## src/design/spc_divider.sv

```systemverilog
// restoring divider, one quotient bit per cycle
// no dependencies; used by site_percolation_union_find_top
module spc_divider #(
    parameter int W = 14
) (
    input  logic         aclk,
    input  logic         aresetn,
    input  logic         start,
    input  logic [W-1:0] dividend,
    input  logic [W-1:0] divisor,
    output logic         done,
    output logic [W-1:0] quotient,
    output logic [W-1:0] remainder
);

    localparam int CNT_W = $clog2(W + 1);

    logic [W-1:0]     rem_reg, rem_next;
    logic [W-1:0]     quo_reg, quo_next;
    logic [W-1:0]     dvs_reg, dvs_next;
    logic [CNT_W-1:0] cnt_reg, cnt_next;
    logic             busy_reg, busy_next;
    logic             done_reg, done_next;
    logic [W:0]       trial;
    logic [W:0]       diff;

    always_comb begin
        rem_next  = rem_reg;
        quo_next  = quo_reg;
        dvs_next  = dvs_reg;
        cnt_next  = cnt_reg;
        busy_next = busy_reg;
        done_next = 1'b0;
        trial     = {rem_reg, quo_reg[W-1]};
        diff      = trial - {1'b0, dvs_reg};
        if (start) begin
            rem_next  = '0;
            quo_next  = dividend;
            dvs_next  = divisor;
            cnt_next  = '0;
            busy_next = 1'b1;
        end else if (busy_reg) begin
            if (trial >= {1'b0, dvs_reg}) begin
                rem_next = diff[W-1:0];
                quo_next = {quo_reg[W-2:0], 1'b1};
            end else begin
                rem_next = trial[W-1:0];
                quo_next = {quo_reg[W-2:0], 1'b0};
            end
            cnt_next = cnt_reg + 1'b1;
            if (cnt_reg == CNT_W'(W - 1)) begin
                busy_next = 1'b0;
                done_next = 1'b1;
            end
        end
    end

    always_ff @(posedge aclk) begin
        if (!aresetn) begin
            busy_reg <= 1'b0;
            done_reg <= 1'b0;
            cnt_reg  <= '0;
        end else begin
            busy_reg <= busy_next;
            done_reg <= done_next;
            cnt_reg  <= cnt_next;
        end
        rem_reg <= rem_next;
        quo_reg <= quo_next;
        dvs_reg <= dvs_next;
    end

    assign done      = done_reg;
    assign quotient  = quo_reg;
    assign remainder = rem_reg;

endmodule
```

## config.mk

```make
export PLATFORM = sky130hd
export DESIGN_NAME = spc_divider
export DESIGN_NICKNAME = d
export VERILOG_FILES = /design/src/design/spc_divider.sv
export SDC_FILE = /design/constraint.sdc
export NUM_CORES = 1
export LEC_CHECK = 0
export ABC_AREA = 1
export ABC_CLOCK_PERIOD_IN_PS = 3180
export BUFFER_PORTS_ARGS = -buffer_cell sky130_fd_sc_hd__buf_2
export CELL_PAD_IN_SITES_DETAIL_PLACEMENT = 1
export CELL_PAD_IN_SITES_GLOBAL_PLACEMENT = 2
export CORE_MARGIN = 4
export CORE_UTILIZATION = 33
export CTS_CLUSTER_DIAMETER = 50
export DETAILED_ROUTE_END_ITERATION = 7
export MAX_ROUTING_LAYER = met4
export PLACE_DENSITY_LB_ADDON = 0.1
export RECOVER_POWER = 50
export SLEW_MARGIN = 0
export SYNTH_ARGS = -nofsm -noshare
export SYNTH_HDL_FRONTEND = slang
export SYNTH_SLANG_ARGS = --single-unit
```

## constraint.sdc

```tcl
create_clock -name aclk -period 3.18 [get_ports aclk]
set_input_delay 0.636 -clock aclk [delete_from_list [all_inputs] [get_ports aclk]]
set_output_delay 0.636 -clock aclk [all_outputs]
set_load 0.02 [all_outputs]
```

# Word-level counts from Yosys, hierarchy flattened

Index checks and enable logic that the tools add are counted.

Register bits: 48
Input bits: 31
Word-level logic and storage cells: 23

$add $sub $neg: 2
Order comparisons: 1
Eq/ne operators: 1
Muxes and demuxes: 8
Bitwise operators: 2
Reduce and logical (&&, ||, !) cells: 3

Operator list:

| operator              | count |
|---|---|
| $mux W14              | 3 |
| $ge A15 B14 Y1        | 1 |
| $sub A14 B14 Y14      | 1 |
| $mux W1               | 5 |
| $add A4 B1 Y4 const B | 1 |
| $eq A4 B4 Y1 const B  | 1 |
| $reduce_or A3 Y1      | 1 |
| $not A1 Y1            | 2 |
| $reduce_bool A2 Y1    | 1 |
| $reduce_or A2 Y1      | 1 |

# Longest topological paths before layout

Gate-level depths: netlist (run 1).

Depth after elaboration: 4
Depth in mapped cells: 15
Gate-level depth less buffers: 14

# Worst setup path after synthesis (run 1)

Ideal clock, no wire load.

Path kind: register to register
Start: reg quo_reg[13] (netlist: quotient[13])
End: reg rem_reg[6] (netlist: remainder[6])
Setup time: 0.112 ns
Data arrival time: 1.872 ns
Path slack: 1.196 ns
Stages on the path, launching flop included: 12
Buffers on the path: 0
Period minus slack after synthesis: 1.984 ns
Cells stage by stage: edfxtp_1 inv_1 ha_1 inv_1 fa_1 nand3_1 nand3_1 a21oi_1 xor2_1 nand2_1 nand2_1 nand2_1

Word-level cells in the longest chain between the ends: 2

RTL lines:

| element                                                   | RTL line | source |
|---|---|---|
| from (decl)                                               | 19       | `logic [W-1:0] quo_reg, quo_next;` |
| from (signal assigned)                                    | 69       | `quo_reg <= quo_next;` |
| $sub A14 B14 Y14 / $ge A15 B14 Y1 (equally long branches) | 35, 43   |  |
| $mux W14 (*)                                              | 43       | `if (trial >= {1'b0, dvs_reg}) begin` |
| to (signal assigned)                                      | 68       | `rem_reg <= rem_next;` |
| to (decl)                                                 | 18       | `logic [W-1:0] rem_reg, rem_next;` |

Mark *: on every way between the ends. The rest lies on a longest branch, timed or not.
A chain may end at the register's enable or synchronous reset.

# Worst setup path in the final report (run 1)

Start: in start
End: reg quo_reg[13] (netlist: quotient[13]) (enable)

Word-level cells in the longest chain between the ends: 1

RTL lines:

| element                             | RTL line | source |
|---|---|---|
| from (decl)                         | 8        | `input logic start,` |
| $reduce_bool A2 Y1 (no source line) | --       |  |

Every way passes these cells.

==> impl_metrics.prom, run 1 <==
# TYPE chip_impl_metric gauge
chip_impl_info{name="status",value="complete, no violations"} 1
chip_impl_metric{name="yosys.area_share.simple",unit="%"} 33.1
chip_impl_metric{name="floorplan.die.width",unit="um"} 101
chip_impl_metric{name="antenna_found_initial",unit=""} 0
chip_impl_metric{name="postCtsSetupRepairBufs",unit=""} 0
chip_impl_metric{name="synthesis.nets",unit=""} 423
chip_impl_metric{name="synth-compound-area-share",unit="%"} 4.29
chip_impl_metric{name="layout-drive-gt1-share",unit="%"} 13.7
chip_impl_info{name="rsz_0062_raised_after_global_routing",value="false"} 1
chip_impl_info{name="yosysTopAreaCell",value="sky130_fd_sc_hd__edfxtp_1"} 1
chip_impl_info{name="setup.worst_path.end_class",value="register"} 1
chip_impl_info{name="min_path_type",value="in2reg"} 1
chip_impl_metric{name="first_global_vias",unit=""} 2576
chip_impl_metric{name="layout_worst_path_cycle_share",unit="%"} 66.4
chip_impl_metric{name="gp_congestion",unit=""} 0.836
chip_impl_metric{name="worst-path-max-fanout",unit=""} 15
chip_impl_metric{name="detailed_place_hpwl",unit="mm"} 5.88
chip_impl_info{name="cts_tree",value="done"} 1
chip_impl_metric{name="routed_wl",unit="mm"} 7.61
chip_impl_metric{name="setup_violations",unit=""} 0
chip_impl_metric{name="global_route_wire_length_before_repair",unit="mm"} 12.7
chip_impl_info{name="yosys_most_used_dff",value="sky130_fd_sc_hd__edfxtp_1"} 1
chip_impl_metric{name="insertedDiodeCount",unit=""} 0
chip_impl_metric{name="setup_tns",unit="ns"} 0
chip_impl_metric{name="floorplan.initialDensity",unit="%"} 34.4
chip_impl_metric{name="min_period",unit="ns"} 2.11
chip_impl_metric{name="ioPinCount",unit=""} 60
chip_impl_metric{name="cts-root-to-sink-buffers",unit=""} 2
chip_impl_metric{name="synthMuxAreaShare",unit="%"} 0
chip_impl_metric{name="synth.cell_area",unit="um2"} 2860
chip_impl_metric{name="pwr_density_cell",unit="nW/um2"} 438
chip_impl_metric{name="power.switching",unit="mW"} 0.386
chip_impl_metric{name="drc",unit=""} 0
chip_impl_metric{name="grt_max_degree",unit=""} 27
chip_impl_metric{name="first_iter_violations",unit=""} 103
chip_impl_metric{name="syn2layout_area_growth",unit="%"} 17.8
chip_impl_metric{name="critPathArrivalTime",unit="ns"} 2.06
chip_impl_metric{name="relative_contribution_of_the_clock_network_to_total_power",unit="%"} 36.5
chip_impl_metric{name="dieArea",unit="um2"} 10200
chip_impl_metric{name="detail-route-antenna-nets",unit=""} 0
chip_impl_metric{name="count_of_vias_placed_by_the_detailed_router",unit=""} 2544
chip_impl_metric{name="power.share.sequential",unit="%"} 48.9
chip_impl_metric{name="clkLatencyLatePin",unit="ns"} 0.31
chip_impl_metric{name="detailed_route_wire_length_per_cell",unit="um"} 14.0
chip_impl_metric{name="nets",unit=""} 485
chip_impl_metric{name="timing.hold.ws",unit="ns"} 0.498
chip_impl_info{name="top_count_cell_post_synth",value="sky130_fd_sc_hd__nand2_1"} 1
chip_impl_info{name="dominant_combinational_cell_family_by_area_after_synthesis",value="simple AND/OR/NAND/NOR gates"} 1
chip_impl_info{name="critical-path-slowest-cell",value="sky130_fd_sc_hd__clkbuf_1"} 1
chip_impl_metric{name="total_number_of_yosys_warnings",unit=""} 0
chip_impl_metric{name="tightest_slew",unit="ns"} 0.861
chip_impl_metric{name="post_synthesis_share_of_cell_area_spent_on_full_adders_half_adders_and_majority_gates",unit="%"} 8.15
chip_impl_metric{name="timing.critical_path.slowest_cell_delay",unit="ns"} 0.63
chip_impl_info{name="startpoint_type",value="input port"} 1
chip_impl_metric{name="cts.reportedPaths.clkPinSlew",unit="ns"} 0.09
chip_impl_metric{name="grt_use_total",unit="%"} 16.3
chip_impl_metric{name="peakVddDrop",unit="V"} 0.000204
chip_impl_metric{name="seq_area_frac_synth",unit="%"} 43.5
chip_impl_metric{name="skew",unit="ns"} 0.00757
chip_impl_info{name="synth.top_cells.by_area",value="sky130_fd_sc_hd__edfxtp_1 (29%), sky130_fd_sc_hd__nand2_1 (18%), sky130_fd_sc_hd__dfxtp_1 (14%)"} 1
chip_impl_metric{name="maximum_frequency_from_static_timing_analysis",unit="MHz"} 474
chip_impl_metric{name="fillCellCount",unit=""} 1089
chip_impl_metric{name="cts_hold_repair.buffers",unit=""} 0
chip_impl_metric{name="hold_viol",unit=""} 0
chip_impl_metric{name="synthesis.instances",unit=""} 374
chip_impl_metric{name="tritoncts.num_buffers",unit=""} 5
chip_impl_metric{name="ys_types",unit=""} 31
chip_impl_metric{name="detail_route.first_pass.iterations",unit=""} 4
chip_impl_metric{name="h-tree-depth",unit=""} 2
chip_impl_metric{name="power_switching_share",unit="%"} 26.2
chip_impl_metric{name="floorplan.core_area",unit="um2"} 8300
chip_impl_metric{name="total_power",unit="mW"} 1.47
chip_impl_metric{name="portBuffers",unit=""} 59
chip_impl_metric{name="final-max-slew-violation-count",unit=""} 0
chip_impl_metric{name="max_cap_check_violation_count",unit=""} 0
chip_impl_info{name="worst-setup-path-type",value="in2reg"} 1
chip_impl_metric{name="synth_seq_cells",unit=""} 48
chip_impl_metric{name="timing.critical_path.required",unit="ns"} 3.13
chip_impl_metric{name="row_count",unit=""} 33
chip_impl_metric{name="synthArstFlopShare",unit="%"} 0
chip_impl_metric{name="synth-xor-area-share",unit="%"} 2.45
chip_impl_metric{name="slew-limit-headroom",unit="%"} 42.6
chip_impl_info{name="cts_root_buffer",value="sky130_fd_sc_hd__clkbuf_8"} 1
chip_impl_metric{name="clock_sinks",unit=""} 48
chip_impl_metric{name="fp.dieH",unit="um"} 101
chip_impl_metric{name="ctsResizeCount",unit=""} 0
chip_impl_info{name="ordered_list_of_cells_on_the_worst_path",value="clkbuf_1 -> nor2_1 -> buf_4 -> inv_1"} 1
chip_impl_metric{name="power.internal",unit="mW"} 1.09
chip_impl_info{name="ys_top_cells_by_count",value="sky130_fd_sc_hd__nand2_1 (137), sky130_fd_sc_hd__inv_1 (53), sky130_fd_sc_hd__nor2_1 (37)"} 1
chip_impl_metric{name="route.detailed.vias_per_inst",unit=""} 4.69
chip_impl_metric{name="synth-edff-count",unit=""} 28
chip_impl_metric{name="power.share.combinational",unit="%"} 14.5
chip_impl_metric{name="yosys.area.top_type_share",unit="%"} 29.4
chip_impl_metric{name="cellLeakagePower",unit="nW"} 1.68
chip_impl_metric{name="syn_area_cell",unit="um2"} 7.63
chip_impl_metric{name="globalRouteOverflowTotal",unit=""} 0
[through the flow]
step	instance area, um2	setup WS, ns	utilization [%]	instances
2_1_floorplan	2860	1.20	-	374
3_3_place_gp	3260	1.06	39.2	534
3_5_place_dp	3260	1.03	39.2	534
4_1_cts	3390	1.05	40.8	542
5_1_grt	3360	0.844	40.5	542
6_report	3360	1.07	40.5	542
[power groups by stage]
stage                     registers (mW)  logic (mW)  clock network (mW)
after floorplan                    0.755       0.115                   0
after global placement             0.734       0.218                   0
after detailed placement           0.733       0.221                   0
after CTS                          0.720       0.222               0.554
after global routing               0.725       0.243               0.576
final                              0.720       0.214               0.537
[layout by cell type, fill, tap and decap left out, types with 2 or more instances in the layout]
cell	count
sky130_fd_sc_hd__a21oi_1	9
sky130_fd_sc_hd__buf_2	39
sky130_fd_sc_hd__buf_4	2
sky130_fd_sc_hd__bufinv_16	2
sky130_fd_sc_hd__clkbuf_1	21
sky130_fd_sc_hd__clkbuf_8	5
sky130_fd_sc_hd__dfxtp_1	20
sky130_fd_sc_hd__edfxtp_1	28
sky130_fd_sc_hd__ha_1	17
sky130_fd_sc_hd__inv_1	53
sky130_fd_sc_hd__nand2_1	137
sky130_fd_sc_hd__nand2_2	3
sky130_fd_sc_hd__nand3_1	23
sky130_fd_sc_hd__nand4_1	8
sky130_fd_sc_hd__nor2_1	37
sky130_fd_sc_hd__nor2_2	3
sky130_fd_sc_hd__nor3_1	3
sky130_fd_sc_hd__o21ai_0	4
sky130_fd_sc_hd__o21bai_1	3
sky130_fd_sc_hd__xnor2_1	3
sky130_fd_sc_hd__xor2_1	5
[metal layers]
metal	wire length (um)	global-route usage, %	vias up
li1	-	-	1304
met5	0	-	-
met4	105	4.60	0
met2	3480	26.0	49
met3	327	3.25	8
met1	3700	21.1	1183
[cell type report]
| class | instances | area, um2 | area share [%] |
|---|---|---|---|
| clock buffers | 6 | 72.6 | 2.16 |
| clock inverters | 2 | 60.1 | 1.79 |
| inverters | 54 | 203 | 6.03 |
| multi-input cells | 266 | 1370 | 40.7 |
| flip-flops and latches | 48 | 1240 | 36.9 |
| well taps | 105 | 131 | 3.91 |
| repair buffers | 61 | 285 | 8.48 |
[cell families after synthesis]
kind of cell | count (synthesis)
AND/OR/NAND/NOR | 220
flip-flops | 48
buffers and inverters | 60
adder cells (fa/ha/maj) | 18
XOR/XNOR | 8
AO/OA/AOI/OAI | 20
[final timing paths]
| path | start | to | slack (ns) | cells past startpoint |
|---|---|---|---|---|
| hold reg to reg | remainder[7] | remainder[7] | 0.50 | 2 |
| setup reg to reg | remainder[8] | quotient[0] | 1.07 | 9 |
| setup / recovery | start | quotient[13] | 1.07 | 4 |
| hold / removal | divisor[11] | dvs_reg[11] | 0.50 | 1 |
[worst max-delay path, delay by kind of cell]
family | cells | cell delay (ns)
buffers and inverters | 3 | 1.33
AND/OR/NAND/NOR | 1 | 0.09
(Power assumes the default switching activity.)
==> run 2: changes to the inputs <==
--- a/config.mk
+++ b/config.mk
@@ -5,13 +5,13 @@
 export SDC_FILE = /design/constraint.sdc
 export NUM_CORES = 1
 export LEC_CHECK = 0
-export ABC_AREA = 1
-export ABC_CLOCK_PERIOD_IN_PS = 3180
+export ABC_AREA = 0
+export ABC_CLOCK_PERIOD_IN_PS = 1900
 export BUFFER_PORTS_ARGS = -buffer_cell sky130_fd_sc_hd__buf_2
 export CELL_PAD_IN_SITES_DETAIL_PLACEMENT = 1
 export CELL_PAD_IN_SITES_GLOBAL_PLACEMENT = 2
 export CORE_MARGIN = 4
-export CORE_UTILIZATION = 33
+export CORE_UTILIZATION = 31
 export CTS_CLUSTER_DIAMETER = 50
 export DETAILED_ROUTE_END_ITERATION = 7
 export MAX_ROUTING_LAYER = met4
==> constraint.sdc (replaced) <==
create_clock -name aclk -period 1.9 [get_ports aclk]
set_input_delay 0.38 -clock aclk [delete_from_list [all_inputs] [get_ports aclk]]
set_output_delay 0.38 -clock aclk [all_outputs]
set_load 0.02 [all_outputs]
==> run 2 against run 1 <==
Effect of this change: the run now ends with setup timing left; non-clock buffer count up 74; utilization up 6.8 points; register-to-register slack worse by 1.4 ns; first-iteration DRC count down 40%; worst setup slack worse by 1.4 ns; final area up 18%; clock-buffer cell count down 1; sequential share of layout area down 5.4 points; largest cell class unchanged; flip-flop and latch count unchanged; clock power up 24%; sequential power up 71%; highest routed layer unchanged.
==> impl_metrics.prom, run 2 <==
# TYPE chip_impl_metric gauge
chip_impl_metric{name="synth-compound-area-share",unit="%"} 15.1
chip_impl_metric{name="clkLatencyLatePin",unit="ns"} 0.32
chip_impl_metric{name="antenna_found_initial",unit=""} 0
chip_impl_metric{name="seq_area_frac_synth",unit="%"} 45.7
chip_impl_metric{name="cts_hold_repair.buffers",unit=""} 0
chip_impl_metric{name="globalRouteOverflowTotal",unit=""} 0
chip_impl_metric{name="total_number_of_yosys_warnings",unit=""} 0
chip_impl_info{name="critPathTopFamily",value="compound AO/OA/AOI/OAI gates"} 1
chip_impl_info{name="path_common_cell",value="sky130_fd_sc_hd__inv_2"} 1
chip_impl_metric{name="total_power",unit="mW"} 2.87
chip_impl_metric{name="synthMuxAreaShare",unit="%"} 8.94
chip_impl_info{name="worst_hold_path.endpoint",value="dvs_reg[11]"} 1
chip_impl_metric{name="grt_max_degree",unit=""} 18
chip_impl_info{name="worst-setup-path-type",value="reg2reg"} 1
chip_impl_metric{name="drc",unit=""} 0
chip_impl_info{name="worst_r2r_endpoint",value="remainder[12]"} 1
chip_impl_metric{name="dpl-instance-area",unit="um2"} 3600
chip_impl_metric{name="synthesis.nets",unit=""} 306
chip_impl_metric{name="cts.reportedPaths.clkPinSlew",unit="ns"} 0.11
chip_impl_metric{name="reg2reg_slack",unit="ns"} -0.36
chip_impl_metric{name="timing.hold.ws",unit="ns"} 0.230
chip_impl_metric{name="synth.cell_area",unit="um2"} 2720
chip_impl_metric{name="first_iter_violations",unit=""} 62
chip_impl_metric{name="nets",unit=""} 436
chip_impl_metric{name="skew",unit="ns"} 0.0114
chip_impl_metric{name="maximum_frequency_from_static_timing_analysis",unit="MHz"} 443
chip_impl_metric{name="count_of_vias_placed_by_the_detailed_router",unit=""} 2398
chip_impl_metric{name="hold_depth",unit=""} 1
chip_impl_info{name="setup.worst_path.end_class",value="register"} 1
chip_impl_metric{name="fp.dieH",unit="um"} 102
chip_impl_metric{name="global_route_wire_length_before_repair",unit="mm"} 13.0
chip_impl_metric{name="synthArstFlopShare",unit="%"} 0
chip_impl_info{name="yosysTopAreaCell",value="sky130_fd_sc_hd__edfxtp_1"} 1
chip_impl_metric{name="yosys.area_share.simple",unit="%"} 12.9
chip_impl_metric{name="fillCellCount",unit=""} 961
chip_impl_metric{name="layout_worst_path_cycle_share",unit="%"} 119
chip_impl_info{name="critical-path-slowest-cell",value="sky130_fd_sc_hd__edfxtp_1"} 1
chip_impl_metric{name="worst-path-max-fanout",unit=""} 4
chip_impl_metric{name="floorplan.die.width",unit="um"} 102
chip_impl_metric{name="yosys.area.top_type_share",unit="%"} 31.0
chip_impl_info{name="rsz_0062_raised_after_global_routing",value="true"} 1
chip_impl_info{name="startpoint_type",value="register"} 1
chip_impl_metric{name="max_cap_check_violation_count",unit=""} 0
chip_impl_metric{name="critPathArrivalTime",unit="ns"} 2.46
chip_impl_info{name="top_count_cell_post_synth",value="sky130_fd_sc_hd__edfxtp_1"} 1
chip_impl_metric{name="first_global_vias",unit=""} 2571
chip_impl_metric{name="slew-limit-headroom",unit="%"} 42.5
chip_impl_metric{name="cts-root-to-sink-buffers",unit=""} 2
chip_impl_metric{name="detailed_place_hpwl",unit="mm"} 6.02
chip_impl_metric{name="syn_area_cell",unit="um2"} 10.6
chip_impl_metric{name="gp_congestion",unit=""} 0.783
chip_impl_metric{name="final_area",unit="um2"} 3970
chip_impl_metric{name="insertedDiodeCount",unit=""} 0
chip_impl_info{name="status",value="finished with violations"} 1
chip_impl_info{name="ys_top_cells_by_count",value="sky130_fd_sc_hd__edfxtp_1 (28), sky130_fd_sc_hd__nor2_1 (22), sky130_fd_sc_hd__dfxtp_1 (20), sky130_fd_sc_hd__inv_1 (20)"} 1
chip_impl_info{name="rr_startpoint",value="quotient[13]"} 1
chip_impl_metric{name="tritoncts.num_buffers",unit=""} 5
chip_impl_metric{name="ys_types",unit=""} 49
chip_impl_metric{name="routed_wl",unit="mm"} 8.10
chip_impl_metric{name="timing.critical_path.slowest_cell_delay",unit="ns"} 0.41
chip_impl_metric{name="syn2layout_area_growth",unit="%"} 46.2
chip_impl_metric{name="synth-xor-area-share",unit="%"} 3.23
chip_impl_metric{name="route.detailed.vias_per_inst",unit=""} 4.86
chip_impl_info{name="timing.hold.worst.start",value="divisor[11]"} 1
chip_impl_metric{name="worstRegToRegCells",unit=""} 10
chip_impl_metric{name="clock_sinks",unit=""} 48
chip_impl_metric{name="synth-edff-count",unit=""} 28
chip_impl_info{name="synth.top_cells.by_area",value="sky130_fd_sc_hd__edfxtp_1 (31%), sky130_fd_sc_hd__dfxtp_1 (15%), sky130_fd_sc_hd__ha_1 (7.8%)"} 1
chip_impl_metric{name="timing.critical_path.required",unit="ns"} 2.11
chip_impl_info{name="ordered_list_of_cells_on_the_worst_path",value="inv_2 -> ha_4 -> inv_2 -> fa_2 -> a21o_1 -> a311oi_4 -> nor3_1 -> o22ai_1 -> xor2_1 -> o211ai_1"} 1
chip_impl_info{name="min_path_type",value="in2reg"} 1
chip_impl_metric{name="cp.buffers_inverters",unit=""} 2
chip_impl_info{name="layout_commonest_cell",value="sky130_fd_sc_hd__buf_4"} 1
chip_impl_metric{name="grt_use_total",unit="%"} 16.9
chip_impl_info{name="cts_tree",value="done"} 1
chip_impl_metric{name="setup_violations",unit=""} 15
chip_impl_metric{name="detail-route-antenna-nets",unit=""} 0
chip_impl_metric{name="row_count",unit=""} 33
chip_impl_metric{name="floorplan.initialDensity",unit="%"} 32.4
chip_impl_metric{name="peakVddDrop",unit="V"} 0.000379
chip_impl_metric{name="min_period",unit="ns"} 2.26
chip_impl_metric{name="dieArea",unit="um2"} 10300
chip_impl_metric{name="detailed_route_wire_length_per_cell",unit="um"} 16.4
chip_impl_metric{name="final-max-slew-violation-count",unit=""} 0
chip_impl_metric{name="post_synthesis_share_of_cell_area_spent_on_full_adders_half_adders_and_majority_gates",unit="%"} 8.57
chip_impl_metric{name="floorplan.core_area",unit="um2"} 8380
chip_impl_metric{name="h-tree-depth",unit=""} 2
chip_impl_info{name="layout_common_cells",value="sky130_fd_sc_hd__buf_4 (67), sky130_fd_sc_hd__buf_2 (58), sky130_fd_sc_hd__edfxtp_1 (28)"} 1
chip_impl_metric{name="pwr_density_cell",unit="nW/um2"} 723
chip_impl_metric{name="hold_viol",unit=""} 0
chip_impl_info{name="dominant_combinational_cell_family_by_area_after_synthesis",value="compound AO/OA/AOI/OAI gates"} 1
chip_impl_metric{name="layout-drive-gt1-share",unit="%"} 50.3
chip_impl_metric{name="cellLeakagePower",unit="nW"} 1.75
chip_impl_metric{name="synthesis.instances",unit=""} 257
chip_impl_metric{name="detail_route.first_pass.iterations",unit=""} 4
chip_impl_metric{name="ioPinCount",unit=""} 60
chip_impl_info{name="failed_checks",value="setup timing"} 1
chip_impl_metric{name="portBuffers",unit=""} 59
chip_impl_metric{name="fin_ws",unit="ns"} -0.356
chip_impl_metric{name="tightest_slew",unit="ns"} 0.863
chip_impl_metric{name="synth_seq_cells",unit=""} 48
chip_impl_info{name="cts_root_buffer",value="sky130_fd_sc_hd__clkbuf_8"} 1
chip_impl_info{name="yosys_most_used_dff",value="sky130_fd_sc_hd__edfxtp_1"} 1
## run 2: changes by cell type after synthesis, moves of 4 or more
cell,delta
sky130_fd_sc_hd__mux2i_1,+7
sky130_fd_sc_hd__nand3_1,-18
sky130_fd_sc_hd__nor2_1,-15
sky130_fd_sc_hd__inv_1,-33
sky130_fd_sc_hd__nand2b_1,+6
sky130_fd_sc_hd__a21oi_1,+4
sky130_fd_sc_hd__a211oi_1,+8
sky130_fd_sc_hd__mux2_2,+14
sky130_fd_sc_hd__a21o_1,+4
sky130_fd_sc_hd__nand2_1,-120
sky130_fd_sc_hd__o21a_1,+4
## run 2: through the flow
stage	instances	setup WS (ns)	util, %	TNS [ns]
finish	493	-0.356	47.4	-3.68
global route	493	-0.504	47.4	-5.32
CTS	489	-0.320	46.6	-3.16
detailed placement	472	-0.389	43.0	-4.74
global placement	472	-0.394	43.0	-3.93
floorplan	257	-0.279	-	-2.12
## run 2: repair_timing
action	4_1_cts	5_1_grt
pin swaps	9	13
setup buffers	9	5
gates resized for setup	26	10
endpoints found under the setup margin	15	15
## run 2: area by class of cell
| class | instances | area, um2 | area share (%) |
|---|---|---|---|
| clock buffers | 5 | 68.8 | 1.73 |
| well taps | 105 | 131 | 3.31 |
| repair buffers | 135 | 876 | 22.1 |
| multi-input cells | 177 | 1550 | 39.0 |
| flip-flops and latches | 48 | 1250 | 31.5 |
| clock inverters | 3 | 22.5 | 0.567 |
| inverters | 20 | 75.1 | 1.89 |
## run 2: how the worst max path moves through the flow
stage / cells after the start / from / end / slack [ns]
after global routing: 10 / quotient[13] / remainder[12] / -0.50
after floorplan: 10 / dvs_reg[4] / quotient[0] / -0.28
after global placement: 10 / dvs_reg[1] / remainder[9] / -0.39
after detailed placement: 10 / quotient[13] / remainder[12] / -0.39
after CTS: 10 / quotient[13] / remainder[12] / -0.32
final: 10 / quotient[13] / remainder[12] / -0.36
## run 2: cells by family (layout without fill, tap and decap cells)
group                    count (synthesis)  after routing
multiplexers                            22             22
buffers and inverters                   32            163
AO/OA/AOI/OAI                           56             56
XOR/XNOR                                10             10
AND/OR/NAND/NOR                         71             71
flip-flops                              48             48
adder cells (fa/ha/maj)                 18             18
## run 2: routing by layer
metal  GRT usage (%)  share of wire (%)  up-vias
li1                -                  -     1189
met3            3.58                4.1        9
met5               -                  0        -
met4            4.70                1.5        0
met2            28.5                 50       47
met1            20.3                 44     1153
## run 2: where the power goes
| group | total, mW | switching, mW | internal [mW] |
|---|---|---|---|
| sequential | 1.23 | 0.0433 | 1.19 |
| clock | 0.666 | 0.401 | 0.265 |
| combinational | 0.969 | 0.500 | 0.469 |
| total | 2.87 | 0.944 | 1.93 |
==> run 3: changes to the inputs <==
--- a/config.mk
+++ b/config.mk
@@ -7,13 +7,13 @@
 export LEC_CHECK = 0
 export ABC_AREA = 0
 export ABC_CLOCK_PERIOD_IN_PS = 1900
-export BUFFER_PORTS_ARGS = -buffer_cell sky130_fd_sc_hd__buf_2
 export CELL_PAD_IN_SITES_DETAIL_PLACEMENT = 1
 export CELL_PAD_IN_SITES_GLOBAL_PLACEMENT = 2
 export CORE_MARGIN = 4
-export CORE_UTILIZATION = 31
+export CORE_UTILIZATION = 36
 export CTS_CLUSTER_DIAMETER = 50
 export DETAILED_ROUTE_END_ITERATION = 7
+export DONT_BUFFER_PORTS = 1
 export MAX_ROUTING_LAYER = met4
 export PLACE_DENSITY_LB_ADDON = 0.1
 export RECOVER_POWER = 50
==> constraint.sdc (replaced) <==
create_clock -name aclk -period 1.9 [get_ports aclk]
set_input_delay 0.095 -clock aclk [delete_from_list [all_inputs] [get_ports aclk]]
set_output_delay 0.095 -clock aclk [all_outputs]
set_load 0.02 [all_outputs]
==> run 3 against run 2 <==
Effect of this change: the run still ends with setup timing left; flip-flop and latch count unchanged; routed wire length fell by 4.9%; clock power rose by 13%; first-iteration DRC count is 4.8% lower; worst setup slack improved by 0.039 ns; sequential power increased by 4%; clock-buffer cell count unchanged; largest cell class unchanged.
==> impl_metrics.prom, run 3 (synthesized netlist as in run 2, its figures left out) <==
# TYPE chip_impl_metric gauge
chip_impl_metric{name="clkLatencyLatePin",unit="ns"} 0.31
chip_impl_metric{name="groute.layer.met3.usage",unit="%"} 3.75
chip_impl_metric{name="gp_congestion",unit=""} 0.854
chip_impl_info{name="cts_tree",value="done"} 1
chip_impl_metric{name="clock_sinks",unit=""} 48
chip_impl_metric{name="ioPinCount",unit=""} 60
chip_impl_info{name="worst_r2r_endpoint",value="remainder[8]"} 1
chip_impl_metric{name="h-tree-depth",unit=""} 2
chip_impl_metric{name="global_route_wire_length_before_repair",unit="mm"} 12.2
chip_impl_metric{name="layout-drive-gt1-share",unit="%"} 39.3
chip_impl_info{name="critical-path-slowest-cell",value="sky130_fd_sc_hd__edfxtp_1"} 1
chip_impl_metric{name="grt_max_degree",unit=""} 23
chip_impl_metric{name="floorplan.core_area",unit="um2"} 7290
chip_impl_info{name="worst_setup_path_startpoint",value="quotient[13]"} 1
chip_impl_metric{name="min_period",unit="ns"} 2.22
chip_impl_metric{name="max_cap_check_violation_count",unit=""} 0
chip_impl_metric{name="peakVddDrop",unit="V"} 0.000382
chip_impl_metric{name="nets",unit=""} 399
chip_impl_metric{name="final-max-slew-violation-count",unit=""} 0
chip_impl_metric{name="grt_use_total",unit="%"} 18.1
chip_impl_metric{name="maximum_frequency_from_static_timing_analysis",unit="MHz"} 451
chip_impl_metric{name="setup_violations",unit=""} 15
chip_impl_info{name="cts_root_buffer",value="sky130_fd_sc_hd__clkbuf_8"} 1
chip_impl_metric{name="reg2reg_slack",unit="ns"} -0.32
chip_impl_metric{name="syn2layout_area_growth",unit="%"} 44.1
chip_impl_info{name="rsz_0062_raised_after_global_routing",value="true"} 1
chip_impl_metric{name="grtUsageMet2",unit="%"} 30.2
chip_impl_info{name="global_route.peak_usage_layer",value="met2"} 1
chip_impl_metric{name="first_iter_violations",unit=""} 59
chip_impl_metric{name="tightest_slew",unit="ns"} 0.598
chip_impl_metric{name="portBuffers",unit=""} 0
chip_impl_metric{name="tritoncts.num_buffers",unit=""} 5
chip_impl_metric{name="count_of_vias_placed_by_the_detailed_router",unit=""} 2266
chip_impl_metric{name="worst-path-max-fanout",unit=""} 4
chip_impl_metric{name="row_count",unit=""} 31
chip_impl_info{name="min_path_type",value="in2reg"} 1
chip_impl_metric{name="layout_worst_path_cycle_share",unit="%"} 117
chip_impl_metric{name="crit_cells",unit=""} 11
chip_impl_info{name="rr_startpoint",value="quotient[13]"} 1
chip_impl_metric{name="setup_tns",unit="ns"} -3.16
chip_impl_metric{name="cts.reportedPaths.clkPinSlew",unit="ns"} 0.09
chip_impl_info{name="status",value="finished with violations"} 1
chip_impl_metric{name="skew",unit="ns"} 0.0139
chip_impl_metric{name="placed_cells_incl_taps",unit=""} 408
chip_impl_metric{name="slew-limit-headroom",unit="%"} 60.1
chip_impl_metric{name="detailed_route_wire_length_per_cell",unit="um"} 17.1
chip_impl_metric{name="timing.critical_path.required",unit="ns"} 2.08
chip_impl_metric{name="detail_route.first_pass.iterations",unit=""} 4
chip_impl_metric{name="route.detailed.vias_per_inst",unit=""} 5.04
chip_impl_info{name="path_common_cell",value="sky130_fd_sc_hd__inv_2"} 1
chip_impl_metric{name="final_cells",unit=""} 450
chip_impl_metric{name="detail-route-antenna-nets",unit=""} 0
chip_impl_metric{name="cts-root-to-sink-buffers",unit=""} 2
chip_impl_metric{name="cellLeakagePower",unit="nW"} 1.60
chip_impl_metric{name="globalRouteOverflowTotal",unit=""} 0
chip_impl_info{name="layout_common_cells",value="sky130_fd_sc_hd__buf_4 (69), sky130_fd_sc_hd__edfxtp_1 (28), sky130_fd_sc_hd__nor2_1 (22), sky130_fd_sc_hd__dlygate4sd3_1 (22), sky130_fd_sc_hd__nand2_1 (16)"} 1
chip_impl_metric{name="first_global_vias",unit=""} 2493
chip_impl_info{name="setup.worst_path.end_class",value="register"} 1
chip_impl_metric{name="floorplan.die.width",unit="um"} 94.8
chip_impl_info{name="timing.hold.worst.start",value="dividend[13]"} 1
chip_impl_metric{name="fin_ws",unit="ns"} -0.317
chip_impl_info{name="critPathTopFamily",value="compound AO/OA/AOI/OAI gates"} 1
chip_impl_info{name="startpoint_type",value="register"} 1
chip_impl_metric{name="insertedDiodeCount",unit=""} 0
chip_impl_metric{name="antenna_found_initial",unit=""} 0
chip_impl_metric{name="hold_depth",unit=""} 1
chip_impl_metric{name="detailed_place_hpwl",unit="mm"} 5.51
chip_impl_metric{name="critPathArrivalTime",unit="ns"} 2.39
chip_impl_metric{name="floorplan.initialDensity",unit="%"} 37.2
chip_impl_metric{name="drc",unit=""} 0
chip_impl_info{name="worst_hold_path.endpoint",value="quotient[13]"} 1
chip_impl_info{name="ordered_list_of_cells_on_the_worst_path",value="inv_2 -> ha_4 -> inv_2 -> fa_2 -> a21o_1 -> a311oi_2 -> buf_4 -> o21bai_1 -> a21oi_1 -> xor2_1 -> o211ai_1"} 1
chip_impl_metric{name="hold_viol",unit=""} 0
chip_impl_metric{name="worstRegToRegCells",unit=""} 11
chip_impl_metric{name="pwr_density_cell",unit="nW/um2"} 737
chip_impl_metric{name="groute.layer.met1.usage",unit="%"} 22.6
chip_impl_metric{name="timing.critical_path.slowest_cell_delay",unit="ns"} 0.41
chip_impl_metric{name="dieArea",unit="um2"} 9000
chip_impl_metric{name="routed_wl",unit="mm"} 7.71
chip_impl_info{name="worst-setup-path-type",value="reg2reg"} 1
chip_impl_metric{name="fp.dieH",unit="um"} 94.8
chip_impl_info{name="failed_checks",value="setup timing"} 1
chip_impl_metric{name="cp.buffers_inverters",unit=""} 3
chip_impl_info{name="layout_commonest_cell",value="sky130_fd_sc_hd__buf_4"} 1
chip_impl_metric{name="fillCellCount",unit=""} 828
==> run 3: worst max path at each step <==
stage | to
final | remainder[8]
after global routing | remainder[8]
after CTS | remainder[8]
after detailed placement | remainder[8]
after global placement | remainder[13]
after floorplan | quotient[0]
==> run 3: timing repair <==
item	4_1_cts	5_1_grt
setup endpoints to repair	15	15
resized for setup	18	11
hold buffers	21	2
setup buffers	10	2
hold endpoints to repair	41	2
pin swaps	7	9
==> run 3: area by class of cell <==
cell class / count / area (um2) / area share [%]
well taps: 99 / 124 / 3.17
multi-input cells: 177 / 1530 / 39.2
clock inverters: 3 / 42.5 / 1.09
flip-flops and latches: 48 / 1250 / 31.9
clock buffers: 5 / 68.8 / 1.76
repair buffers: 98 / 820 / 20.9
inverters: 20 / 75.1 / 1.92
==> run 3: layer usage <==
layer / vias to the layer above / routed length (um)
met4: 0 / 51
li1: 1121 / -
met1: 1089 / 3520
met5: - / 0
met2: 50 / 3790
met3: 6 / 343
==> run 3: per-stage QoR <==
step	utilization [%]	hold WS, ns	cell area (um2)	setup WS, ns	power (mW)
after floorplan	-	0.194	2780	-0.279	1.73
after global placement	45.5	0.168	3320	-0.326	1.99
after detailed placement	45.5	0.168	3320	-0.370	2.00
after CTS	52.3	0.000618	3820	-0.338	2.89
after global routing	53.7	0.000123	3910	-0.459	3.04
final	53.7	0.0134	3910	-0.317	2.88
==> run 3: power by group <==
part | switching (mW) | internal (mW)
sequential | 0.0899 | 1.19
combinational | 0.406 | 0.442
clock | 0.363 | 0.390
